## src/rtl/core/asp_pkg.sv

```systemverilog
`timescale 1ns / 1ps
// Shared constants for the atlas shelf packer.
// Page count, coordinate widths, register indexes, action and status codes.
// No dependencies.
package asp_pkg;

  // Page store and coordinate sizing.
  localparam int MAX_PAGES  = 8;
  localparam int COORD_BITS = 13;
  localparam int PAGE_BITS  = (MAX_PAGES > 1) ? $clog2(MAX_PAGES) : 1;
  localparam int FMT_BITS   = 4;
  localparam int STATUS_BITS = 2;

  localparam logic [PAGE_BITS-1:0] LAST_PAGE = PAGE_BITS'(MAX_PAGES - 1);

  // Register reset values.
  localparam logic [COORD_BITS-1:0] PAGE_SIZE_RESET = COORD_BITS'(512);

  // Configuration register indexes.
  localparam logic REG_PAGE_WIDTH  = 1'b0;
  localparam logic REG_PAGE_HEIGHT = 1'b1;

  // Input actions.
  localparam logic ACT_ALLOC = 1'b0;
  localparam logic ACT_CLEAR = 1'b1;

  // Result status codes.
  localparam logic [STATUS_BITS-1:0] STATUS_OK        = 2'd0;
  localparam logic [STATUS_BITS-1:0] STATUS_NO_PAGE   = 2'd1;
  localparam logic [STATUS_BITS-1:0] STATUS_TOO_LARGE = 2'd2;

endpackage

```

## src/rtl/core/atlas_shelf_packer.sv

```systemverilog
`timescale 1ns / 1ps
// Top level of the atlas shelf packer: sequencer, page state and result register.
// Depends on asp_pkg for sizes and codes.

// An allocate or clear item is taken when the block is idle. Its result
// appears on the output register after a walk of variable length: a size
// check, then a scan that visits the pages in order, then a step that places
// the rectangle and updates the chosen page. The scan stops at the first page
// that fits, or it runs through all MAX_PAGES pages (eight here). A request
// that finds no free page also runs through all pages. A clear or a
// too-large request goes from the size check straight to its result. The
// block returns to idle before it takes the next item. The scan visits one
// page per cycle through a single shared fit unit (three adds and three
// compares). A new item is accepted while the previous result still waits
// on a stalled output; the block holds its final step until the output
// register is free.
module atlas_shelf_packer (
  input  logic                                 clk,
  input  logic                                 rst,
  // Input channel.
  input  logic                                 in_valid,
  output logic                                 in_stall,
  input  logic                                 action,
  input  logic [asp_pkg::COORD_BITS-1:0]       rect_width,
  input  logic [asp_pkg::COORD_BITS-1:0]       rect_height,
  input  logic [asp_pkg::FMT_BITS-1:0]         pixel_format,
  // Output channel.
  output logic                                 out_valid,
  input  logic                                 out_stall,
  output logic [asp_pkg::PAGE_BITS-1:0]        page_index,
  output logic [asp_pkg::COORD_BITS-1:0]       x_pos,
  output logic [asp_pkg::COORD_BITS-1:0]       y_pos,
  output logic                                 opened_page,
  output logic [asp_pkg::STATUS_BITS-1:0]      status,
  // Configuration write channel.
  input  logic                                 cfg_valid,
  output logic                                 cfg_ready,
  input  logic                                 cfg_index,
  input  logic [asp_pkg::COORD_BITS-1:0]       cfg_data
);

  localparam int CB = asp_pkg::COORD_BITS;
  localparam int PB = asp_pkg::PAGE_BITS;

  // Sequencer state codes.
  localparam logic [2:0] ST_IDLE   = 3'd0;
  localparam logic [2:0] ST_CHECK  = 3'd1;
  localparam logic [2:0] ST_SCAN   = 3'd2;
  localparam logic [2:0] ST_UPDATE = 3'd3;
  localparam logic [2:0] ST_REPORT = 3'd4;

  localparam logic [CB-1:0] ONE = CB'(1);

  logic [2:0] state;

  // Configuration registers.
  logic [CB-1:0] page_width;
  logic [CB-1:0] page_height;

  // Page state.
  logic [asp_pkg::MAX_PAGES-1:0] page_open;
  logic [asp_pkg::FMT_BITS-1:0]  page_format  [asp_pkg::MAX_PAGES];
  logic [CB-1:0]                 cursor_x     [asp_pkg::MAX_PAGES];
  logic [CB-1:0]                 cursor_y     [asp_pkg::MAX_PAGES];
  logic [CB-1:0]                 shelf_height [asp_pkg::MAX_PAGES];

  // Latched item and scan bookkeeping.
  logic                          item_action;
  logic [CB-1:0]                 item_w;
  logic [CB-1:0]                 item_h;
  logic [asp_pkg::FMT_BITS-1:0]  item_fmt;
  logic [PB-1:0]                 idx;
  logic                          free_found;
  logic [PB-1:0]                 free_idx;
  logic                          opening;
  logic [asp_pkg::STATUS_BITS-1:0] report_status;

  logic out_free;
  assign out_free  = !out_valid || !out_stall;
  assign in_stall  = (state != ST_IDLE);
  assign cfg_ready = 1'b1;

  // Too-large test on the latched item.
  logic too_large;
  assign too_large = (({1'b0, item_w} + (CB+1)'(1)) > {1'b0, page_width}) ||
                     (({1'b0, item_h} + (CB+1)'(1)) > {1'b0, page_height});

  // Shared fit unit: reads the page at idx, or a fresh page while opening.
  logic [CB-1:0] base_cx, base_cy, base_sh;
  logic [CB:0]   sum_x;
  logic [CB+1:0] sum_y_cur, sum_y_new;
  logic          on_shelf, page_fit, page_hit;

  always_comb begin
    base_cx = opening ? ONE : cursor_x[idx];
    base_cy = opening ? ONE : cursor_y[idx];
    base_sh = opening ? '0  : shelf_height[idx];
    sum_x     = {1'b0, base_cx} + {1'b0, item_w};
    sum_y_cur = {2'b00, base_cy} + {2'b00, item_h};
    sum_y_new = sum_y_cur + {2'b00, base_sh};
    on_shelf  = (sum_x <= {1'b0, page_width});
    page_fit  = on_shelf ? (sum_y_cur <= {2'b00, page_height})
                         : (sum_y_new <= {2'b00, page_height});
    page_hit  = page_open[idx] && (page_format[idx] == item_fmt) && page_fit;
  end

  // Placement of the rectangle on the chosen page.
  logic [CB-1:0] place_x, place_y, place_sh_base, new_sh, new_cx;
  always_comb begin
    place_x       = on_shelf ? base_cx : ONE;
    place_y       = on_shelf ? base_cy : CB'(base_cy + base_sh);
    place_sh_base = on_shelf ? base_sh : '0;
    new_sh        = (item_h > place_sh_base) ? item_h : place_sh_base;
    new_cx        = CB'(place_x + item_w);
  end

  // Configuration writes.
  always_ff @(posedge clk) begin
    if (rst) begin
      page_width  <= asp_pkg::PAGE_SIZE_RESET;
      page_height <= asp_pkg::PAGE_SIZE_RESET;
    end else if (cfg_valid && cfg_ready) begin
      case (cfg_index)
        asp_pkg::REG_PAGE_WIDTH:  page_width  <= cfg_data;
        asp_pkg::REG_PAGE_HEIGHT: page_height <= cfg_data;
        default: ;
      endcase
    end
  end

  // Item capture.
  always_ff @(posedge clk) begin
    if (in_valid && !in_stall) begin
      item_action <= action;
      item_w      <= rect_width;
      item_h      <= rect_height;
      item_fmt    <= pixel_format;
    end
  end

  // Page store updates; only the open flags carry a reset.
  always_ff @(posedge clk) begin
    if (state == ST_UPDATE && out_free) begin
      page_format[idx]  <= item_fmt;
      cursor_x[idx]     <= new_cx;
      cursor_y[idx]     <= place_y;
      shelf_height[idx] <= new_sh;
    end
  end

  always_ff @(posedge clk) begin
    if (rst) begin
      page_open <= '0;
    end else if (state == ST_UPDATE && out_free) begin
      page_open[idx] <= 1'b1;
    end else if (state == ST_REPORT && out_free && item_action == asp_pkg::ACT_CLEAR) begin
      page_open <= '0;
    end
  end

  // Sequencer.
  always_ff @(posedge clk) begin
    if (rst) begin
      state      <= ST_IDLE;
      idx        <= '0;
      free_found <= 1'b0;
      free_idx   <= '0;
      opening    <= 1'b0;
      report_status <= asp_pkg::STATUS_OK;
    end else begin
      case (state)
        ST_IDLE: begin
          if (in_valid) begin
            state <= ST_CHECK;
          end
        end
        ST_CHECK: begin
          idx        <= '0;
          free_found <= 1'b0;
          opening    <= 1'b0;
          if (item_action == asp_pkg::ACT_CLEAR) begin
            report_status <= asp_pkg::STATUS_OK;
            state         <= ST_REPORT;
          end else if (too_large) begin
            report_status <= asp_pkg::STATUS_TOO_LARGE;
            state         <= ST_REPORT;
          end else begin
            state <= ST_SCAN;
          end
        end
        ST_SCAN: begin
          if (!page_open[idx] && !free_found) begin
            free_found <= 1'b1;
            free_idx   <= idx;
          end
          if (page_hit) begin
            state <= ST_UPDATE;
          end else if (idx == asp_pkg::LAST_PAGE) begin
            if (free_found) begin
              idx     <= free_idx;
              opening <= 1'b1;
              state   <= ST_UPDATE;
            end else if (!page_open[idx]) begin
              opening <= 1'b1;
              state   <= ST_UPDATE;
            end else begin
              report_status <= asp_pkg::STATUS_NO_PAGE;
              state         <= ST_REPORT;
            end
          end else begin
            idx <= idx + PB'(1);
          end
        end
        ST_UPDATE: begin
          if (out_free) begin
            state <= ST_IDLE;
          end
        end
        ST_REPORT: begin
          if (out_free) begin
            state <= ST_IDLE;
          end
        end
        default: state <= ST_IDLE;
      endcase
    end
  end

  // Result register.
  always_ff @(posedge clk) begin
    if (rst) begin
      out_valid <= 1'b0;
    end else if (state == ST_UPDATE && out_free) begin
      out_valid <= 1'b1;
    end else if (state == ST_REPORT && out_free) begin
      out_valid <= 1'b1;
    end else if (!out_stall) begin
      out_valid <= 1'b0;
    end
  end

  always_ff @(posedge clk) begin
    if (state == ST_UPDATE && out_free) begin
      page_index  <= idx;
      x_pos       <= place_x;
      y_pos       <= place_y;
      opened_page <= opening;
      status      <= asp_pkg::STATUS_OK;
    end else if (state == ST_REPORT && out_free) begin
      page_index  <= '0;
      x_pos       <= '0;
      y_pos       <= '0;
      opened_page <= 1'b0;
      status      <= report_status;
    end
  end

  // Error and clear results carry no placement.
  a_error_empty: assert property (@(posedge clk) disable iff (rst)
    (out_valid && status != asp_pkg::STATUS_OK) |->
      (x_pos == '0 && y_pos == '0 && !opened_page && page_index == '0))
    else $error("error result carries a placement");

  // A freshly opened page always places at its first corner.
  a_open_corner: assert property (@(posedge clk) disable iff (rst)
    (out_valid && opened_page) |-> (x_pos == ONE && y_pos == ONE))
    else $error("opened page did not place at its first corner");

  // An accepted item always starts with the size check.
  a_accept_check: assert property (@(posedge clk) disable iff (rst)
    (in_valid && !in_stall) |=> (state == ST_CHECK))
    else $error("accepted item did not start the size check");

  // A placement marks its page open.
  a_update_open: assert property (@(posedge clk) disable iff (rst)
    (state == ST_UPDATE && out_free) |=> page_open[$past(idx)])
    else $error("placed page not marked open");

endmodule

```

## config.mk

```make
export PLATFORM = sky130hd
export DESIGN_NAME = atlas_shelf_packer
export DESIGN_NICKNAME = d
export VERILOG_FILES = /design/src/rtl/core/asp_pkg.sv /design/src/rtl/core/atlas_shelf_packer.sv
export SDC_FILE = /design/constraint.sdc
export NUM_CORES = 1
export LEC_CHECK = 0
export BUFFER_PORTS_ARGS = -buffer_cell sky130_fd_sc_hd__buf_2
export CORE_ASPECT_RATIO = 2
export CORE_MARGIN = 2
export CORE_UTILIZATION = 64
export CTS_BUF_LIST = sky130_fd_sc_hd__clkbuf_4 sky130_fd_sc_hd__clkbuf_8
export CTS_CLUSTER_SIZE = 10
export DETAILED_ROUTE_END_ITERATION = 8
export PLACE_DENSITY_LB_ADDON = 0.2
export RECOVER_POWER = 100
export SLEW_MARGIN = 20
export SYNTH_ARGS = -nofsm -noshare
export SYNTH_HDL_FRONTEND = slang
export SYNTH_SLANG_ARGS = --single-unit
```

## constraint.sdc

```tcl
create_clock -name clk -period 10.89 [get_ports clk]
set_input_delay 0.5445 -clock clk [delete_from_list [all_inputs] [get_ports clk]]
set_output_delay 0.5445 -clock clk [all_outputs]
set_load 0.01 [all_outputs]
```

==> results of run 1 <==
==> per-layer routing <==
layer  wire, um  vias to the layer above  global-route usage, %  share of wire [%]
li1           -                     6430                      -                  -
met1      19400                     7030                   34.5                 34
met2      30400                      537                   55.9                 54
met3       2690                      210                   3.73                4.7
met4       4260                        0                   20.5                7.5
met5          0                        -                      0                  0
==> how the worst min path moves through the flow <==
stage,to,slack (ns),from,cells past startpoint
finish,item_h[7],0.05,rect_height[7],1
CTS,item_h[7],0.03,rect_height[7],1
global placement,page_open[2],0.44,page_open[2],1
floorplan,page_open[2],0.44,page_open[2],1
global route,item_h[12],0.02,rect_height[12],1
detailed placement,page_height[3],0.45,page_height[3],2
==> kinds of logic after synthesis <==
| logic type | share of synthesized area, % |
|---|---|
| compound gates | 7.50 |
| buf+inv | 2.57 |
| flops | 58.4 |
| mux | 11.4 |
| other cells | 0.0166 |
| simple gates | 8.47 |
| xor+xnor | 3.14 |
| fa+ha+maj | 8.49 |
==> placed cells by master (no fill, tap or decap), drive strengths merged, types with 11 or more instances in the layout <==
cell type  count
nor3          27
edfxtp       405
inv           75
a21oi         88
mux2i         74
o21ai         43
o21a          15
and3          24
and2          23
nand2b        14
nand3         35
buf           49
ha           144
nor2          99
xor2          24
a21o          31
xnor2         57
clkinv        20
nand2        116
nand4         21
mux4          78
dfxtp         53
nor2b         14
clkbuf       136
o21bai        11
==> cell type report <==
class	count	share of cell area (%)
repair buffers	103	1.92
clock inverters	26	0.810
flip-flops and latches	458	53.9
multi-input cells	1043	35.9
inverters	72	1.10
well taps	445	2.27
clock buffers	82	4.14
diodes	1	0.0102
==> flip-flops by register name (all words and copies together), names as in the netlist, 32 cells and up, named ones only <==
register and flops:
cursor_x 104, cursor_y 104, page_format 32, shelf_height 104
==> through the flow <==
step / cells / worst slack (ns) / hold slack, ns
floorplan: 1634 / 2.19 / 0.435
global placement: 2120 / 1.98 / 0.442
detailed placement: 2121 / 1.90 / 0.447
CTS: 2229 / 1.83 / 0.0266
global route: 2230 / 0.618 / 0.0246
finish: 2230 / 1.23 / 0.0527
==> power by group through the flow <==
stage / logic (mW) / clock network [mW] / registers [mW]
2_1_floorplan: 0.367 / 0 / 2.07
5_1_grt: 0.593 / 1.37 / 2.04
3_5_place_dp: 0.534 / 0 / 2.08
3_3_place_gp: 0.516 / 0 / 2.08
4_1_cts: 0.538 / 1.30 / 2.04
6_report: 0.540 / 1.29 / 2.04
==> reports/qor.txt, run 1 <==
R2r startpoint - opening
Core Footprint - 0.0350 mm2
CP Capture Type - flip-flop
Post-DP HPWL - 39.4 mm
Worst r2r path cells - 29
Setup bufs post-CTS - 0
RSZ-0062 raised after global routing - false
Synth top area share - 53.8%
H-tree levels - 2
Mapped cell area - 0.0226 mm2
Remaining Overflow, GRT - 0
WP buf/inv - 2
Vias - 14200
Cts hold-fix bufs - 0
Failing checks - max-capacitance violations, max-slew violations
VDD IR max - 0.174 mV
Ys async rst share - 0%
Cell variety after synth - 75
Endpoints failing setup - 0
Clock Skew - 0.0362 ns
Clk network pwr share - 33.2%
Final wirelength - 56.7 mm
Vias per std cell - 6.37
Placed inst area - 0.0235 mm2
Placer congestion estimate - 0.968
Die area - 0.0370 mm2
Power, Total - 3.87 mW
Clock slew at reported path FFs - 0.07 ns
Net Sw Frac - 26.0%
Slew Limit Fails - 456
Final instance area - 0.0246 mm2
WL per Instance - 25.4 um
Layout cells sized above 1 - 13.4%
Top Family by Delay on Critical Path - compound AO/OA/AOI/OAI gates
TritonCTS Buffers - 59
Slew margin rel. - -130%
DRT iter0 DRCs - 945
Post-DRT Antenna Nets - 0
Worst setup path endpoint - shelf_height[0][11]
Seq pwr share - 52.8%
Pin count of the biggest net entering global routing - 52
Initial Util - 64.7%
Area Overhead vs Synth - 8.53%
Outcome - complete, but fails checks
Antenna violations before repair - 1
CTS Sinks - 458
Crit path largest cell delay - 2.03 ns
DRC - 0
Post-synth EDFFs - 405
Synthesized area per cell - 13.8 um2
Final period util - 88.7%
Slowest CP cell - clkbuf_1
Share of the core filled with cells - 70.2%
Final #Nets - 1936
First-pass GRT wire length - 84.9 mm
Top-Level Pins - 85
Worst Max-Slew Pin Slew - 3.46 ns
CP startpoint - opening
Flops & latches, synth - 458
Setup_tns - 0 ns
Setup crit start kind - flip-flop
Final min period - 9.66 ns
FF-to-FF End - shelf_height[0][11]
Leak - 8.62 nW
Area leader, netlist - edfxtp_1
Critical path required time - 11.26 ns
CP Data Arrival Time - 10.03 ns
Levels on crit path - 29
CTS tree - done
Pint - 2.86 mW
Post-Syn Instances - 1634
Mapped Nets - 1833
Total of warnings raised by yosys - 0
Resized cells post-CTS - 0
CTS root buffer - clkbuf_8
Row cnt - 97
Buffer levels on the longest clock path - 3
Overall Global Routing Usage - 31.4%
Seq/Total Area, Yosys - 58.4%
First drt pass iteration count - 7
Hold Crit Class - in -> reg
Filler cells - 2422
Most used DFF post-synth - edfxtp_1
Max Clk Rate - 104 MHz
Setup Crit Path Kind - reg -> reg
NetSw - 1.01 mW
Worst-Skew Late Latency - 0.67 ns
Fin. Hold Viols - 0
Die height - 270 um
Multi-input gate area - 0.00881 mm2
Vias in the first global route - 14800
Reg area - 0.0132 mm2
Crit path max fanout - 51
Flop-to-flop setup slack - 1.23 ns
Post-synth top cells - 405 x edfxtp_1, 144 x ha_1, 116 x nand2_1
Die W - 137 um
Port Buffers - 83
Most common cell in the netlist - edfxtp_1
Max_cap viols - 12
Pwr per Cell Area - 157 mW/mm2
Combinational share of power - 14.0%
Largest cells by area after synthesis - edfxtp_1 54%, ha_1 8.0%, mux4_2 7.8%
No activity file was read; power rests on OpenSTA's default activity.
==> run 2, diff against run 1 <==
==> constraint.sdc (replaced) <==
create_clock -name clk -period 10.24 [get_ports clk]
set_input_delay 0.512 -clock clk [delete_from_list [all_inputs] [get_ports clk]]
set_output_delay 0.512 -clock clk [all_outputs]
set_load 0.01 [all_outputs]
==> run 2 against run 1 <==
Net effect:
- the run still ends with max-capacitance violations, max-slew violations left
- utilization grew 0.29 points
- setup slack lost 0.028 ns
- flip-flop and latch count is the same
- power grew 7.0%
- via count grew 0.30%
- clock power grew 8%
- global-route usage shrank 0.29 points
==> reports/qor.txt, run 2 (synthesis results as in run 1) <==
Outcome - complete, but fails checks
Failing checks - max-capacitance violations, max-slew violations
Final std cells w/o fill - 2232 (+0.090%)
Setup_tns - 0 ns (unchanged)
Worst r2r path cells - 33 (+14%)
Worst-Skew Late Latency - 0.65 ns (-0.02 ns)
Placer congestion estimate - 0.958 (-1.1%)
Max Clk Rate - 111 MHz (+6.9%)
Power, Total - 4.14 mW (+7.0%)
Port Buffers - 83 (unchanged)
Biggest regs - cursor_x (104), cursor_y (104), shelf_height (104)
Initial Util - 64.7% (unchanged)
CP Capture Type - flip-flop
DRC - 0 (unchanged)
Pin count of the biggest net entering global routing - 68 (+31%)
Crit path top cell by count - a21oi_1
H-tree levels - 2 (unchanged)
First-pass GRT wire length - 84.6 mm (-0.41%)
Setup bufs post-CTS - 0 (unchanged)
Remaining Overflow, GRT - 0 (unchanged)
Worst Max-Slew Pin Slew - 3.86 ns (+0.404 ns)
Worst hold slack - 0.0390 ns (-0.0137 ns)
Pre-CTS WS - 1.39 ns (-0.506 ns)
Final min period - 9.04 ns (-0.623 ns)
Commonest non-fill, non-tap cell in the layout - edfxtp_1
Crit path max fanout - 31 (-39%)
Clock slew at reported path FFs - 0.08 ns (about the same)
Min-delay src - rect_height[6]
CP Data Arrival Time - 9.39 ns (-0.64 ns)
Resized cells post-CTS - 0 (unchanged)
Max_cap viols - 12 (unchanged)
First drt pass iteration count - 5 (-2)
Cts hold-fix bufs - 5 (+5)
Clock Skew - 0.0319 ns (-0.00422 ns)
Critical path required time - 10.59 ns (-0.67 ns)
Final #Nets - 1942 (+0.31%)
WL per Instance - 25.0 um (-1.6%)
Setup Crit Path Kind - reg -> reg
Fin. Hold Viols - 0 (unchanged)
Core Footprint - 0.0350 mm2 (unchanged)
Area Overhead vs Synth - 8.97%
Final instance area - 0.0247 mm2 (+0.41%)
Hold path depth - 1 (unchanged)
FF-to-FF End - shelf_height[1][6]
Die area - 0.0370 mm2 (unchanged)
Vias per std cell - 6.38 (+0.21%)
Row cnt - 97 (unchanged)
Post-DRT Antenna Nets - 0 (unchanged)
RSZ-0062 raised after global routing - false
Slew Limit Fails - 467 (+2.4%)
Post-DP HPWL - 37.8 mm (-4.2%)
Hold Crit Class - in -> reg
Slew margin rel. - -157% (-27 points)
Worst setup margin - 1.20 ns (-0.0275 ns)
CTS root buffer - clkbuf_8
Buffer levels on the longest clock path - 3 (unchanged)
Pwr per Cell Area - 168 mW/mm2 (+6.5%)
Final wirelength - 55.9 mm (-1.5%)
Layout cells sized above 1 - 13.8% (+0.43 points)
Filler cells - 2436 (+0.58%)
CTS Sinks - 458 (unchanged)
Setup crit start kind - flip-flop
VDD IR max - 0.172 mV (-1.3%)
Endpoints failing setup - 0 (unchanged)
Dpl cells - 2121 (unchanged)
Final period util - 88.3% (-0.45 points)
Die W - 137 um (unchanged)
Die height - 270 um (unchanged)
TritonCTS Buffers - 60 (+1.7%)
Antenna violations before repair - 1 (unchanged)
Top-Level Pins - 85 (unchanged)
CTS tree - done
Most frequent cells in the layout - 405 x edfxtp_1, 144 x ha_1, 116 x nand2_1, 96 x nor2_1, 87 x a21oi_1
Flop-to-flop setup slack - 1.20 ns (-0.03 ns)
Crit path largest cell delay - 0.78 ns (-1.25 ns)
Share of the core filled with cells - 70.5% (+0.29 points)
Slowest CP cell - o31a_1
Vias - 14300 (+0.30%)
Overall Global Routing Usage - 31.1% (-0.29 points)
Placed inst area - 0.0236 mm2 (about the same)
Leak - 8.66 nW (+0.55%)
Vias in the first global route - 15000 (+1.3%)
Hold Path Sink - item_h[6]
DRT iter0 DRCs - 943 (-0.21%)
-- run 2: cell type report --
type	count	area (um2)	share of cell area, %
diodes	1	2.50	0.0102
clock buffers	81	996	4.04
clock inverters	24	234	0.949
inverters	72	270	1.10
multi-input cells	1043	8830	35.8
flip-flops and latches	458	13200	53.7
well taps	445	557	2.26
repair buffers	108	531	2.15
-- run 2: worst max path at each step --
stage               from             endpoint  slack (ns)  cells after the start
2_1_floorplan  flip-flop  shelf_height[0][10]        1.54                     39
3_3_place_gp   flip-flop   shelf_height[4][5]        1.52                     33
3_5_place_dp   flip-flop   shelf_height[6][8]        1.39                     33
4_1_cts        flip-flop   shelf_height[2][8]        1.31                     33
5_1_grt        flip-flop   shelf_height[7][7]        0.41                     33
6_report       flip-flop   shelf_height[1][6]        1.20                     33
-- run 2: report_power, final --
part           internal [mW]  switching [mW]
Combinational          0.202           0.373
Clock                  0.734           0.656
Sequential              2.14          0.0313
Total                   3.08            1.06
-- run 2: worst max-delay path, delay by kind of cell, from the launching register on --
| family | cells | cell delay [ns] |
|---|---|---|
| AOI/OAI and AO/OA | 18 | 4.03 |
| adders and majority gates | 4 | 1.28 |
| muxes | 2 | 1.16 |
| and+or+nand+nor | 6 | 1.06 |
| DFF | 1 | 0.54 |
| buffers and inverters | 2 | 0.52 |
| xor gates and xnor gates | 1 | 0.16 |
-- run 2: metal layers --
metal  global-route usage (%)  share of wire, %
met4                     22.0               7.8
met3                     3.96               5.4
met5                        0                 0
met2                     54.5                53
met1                     34.1                34
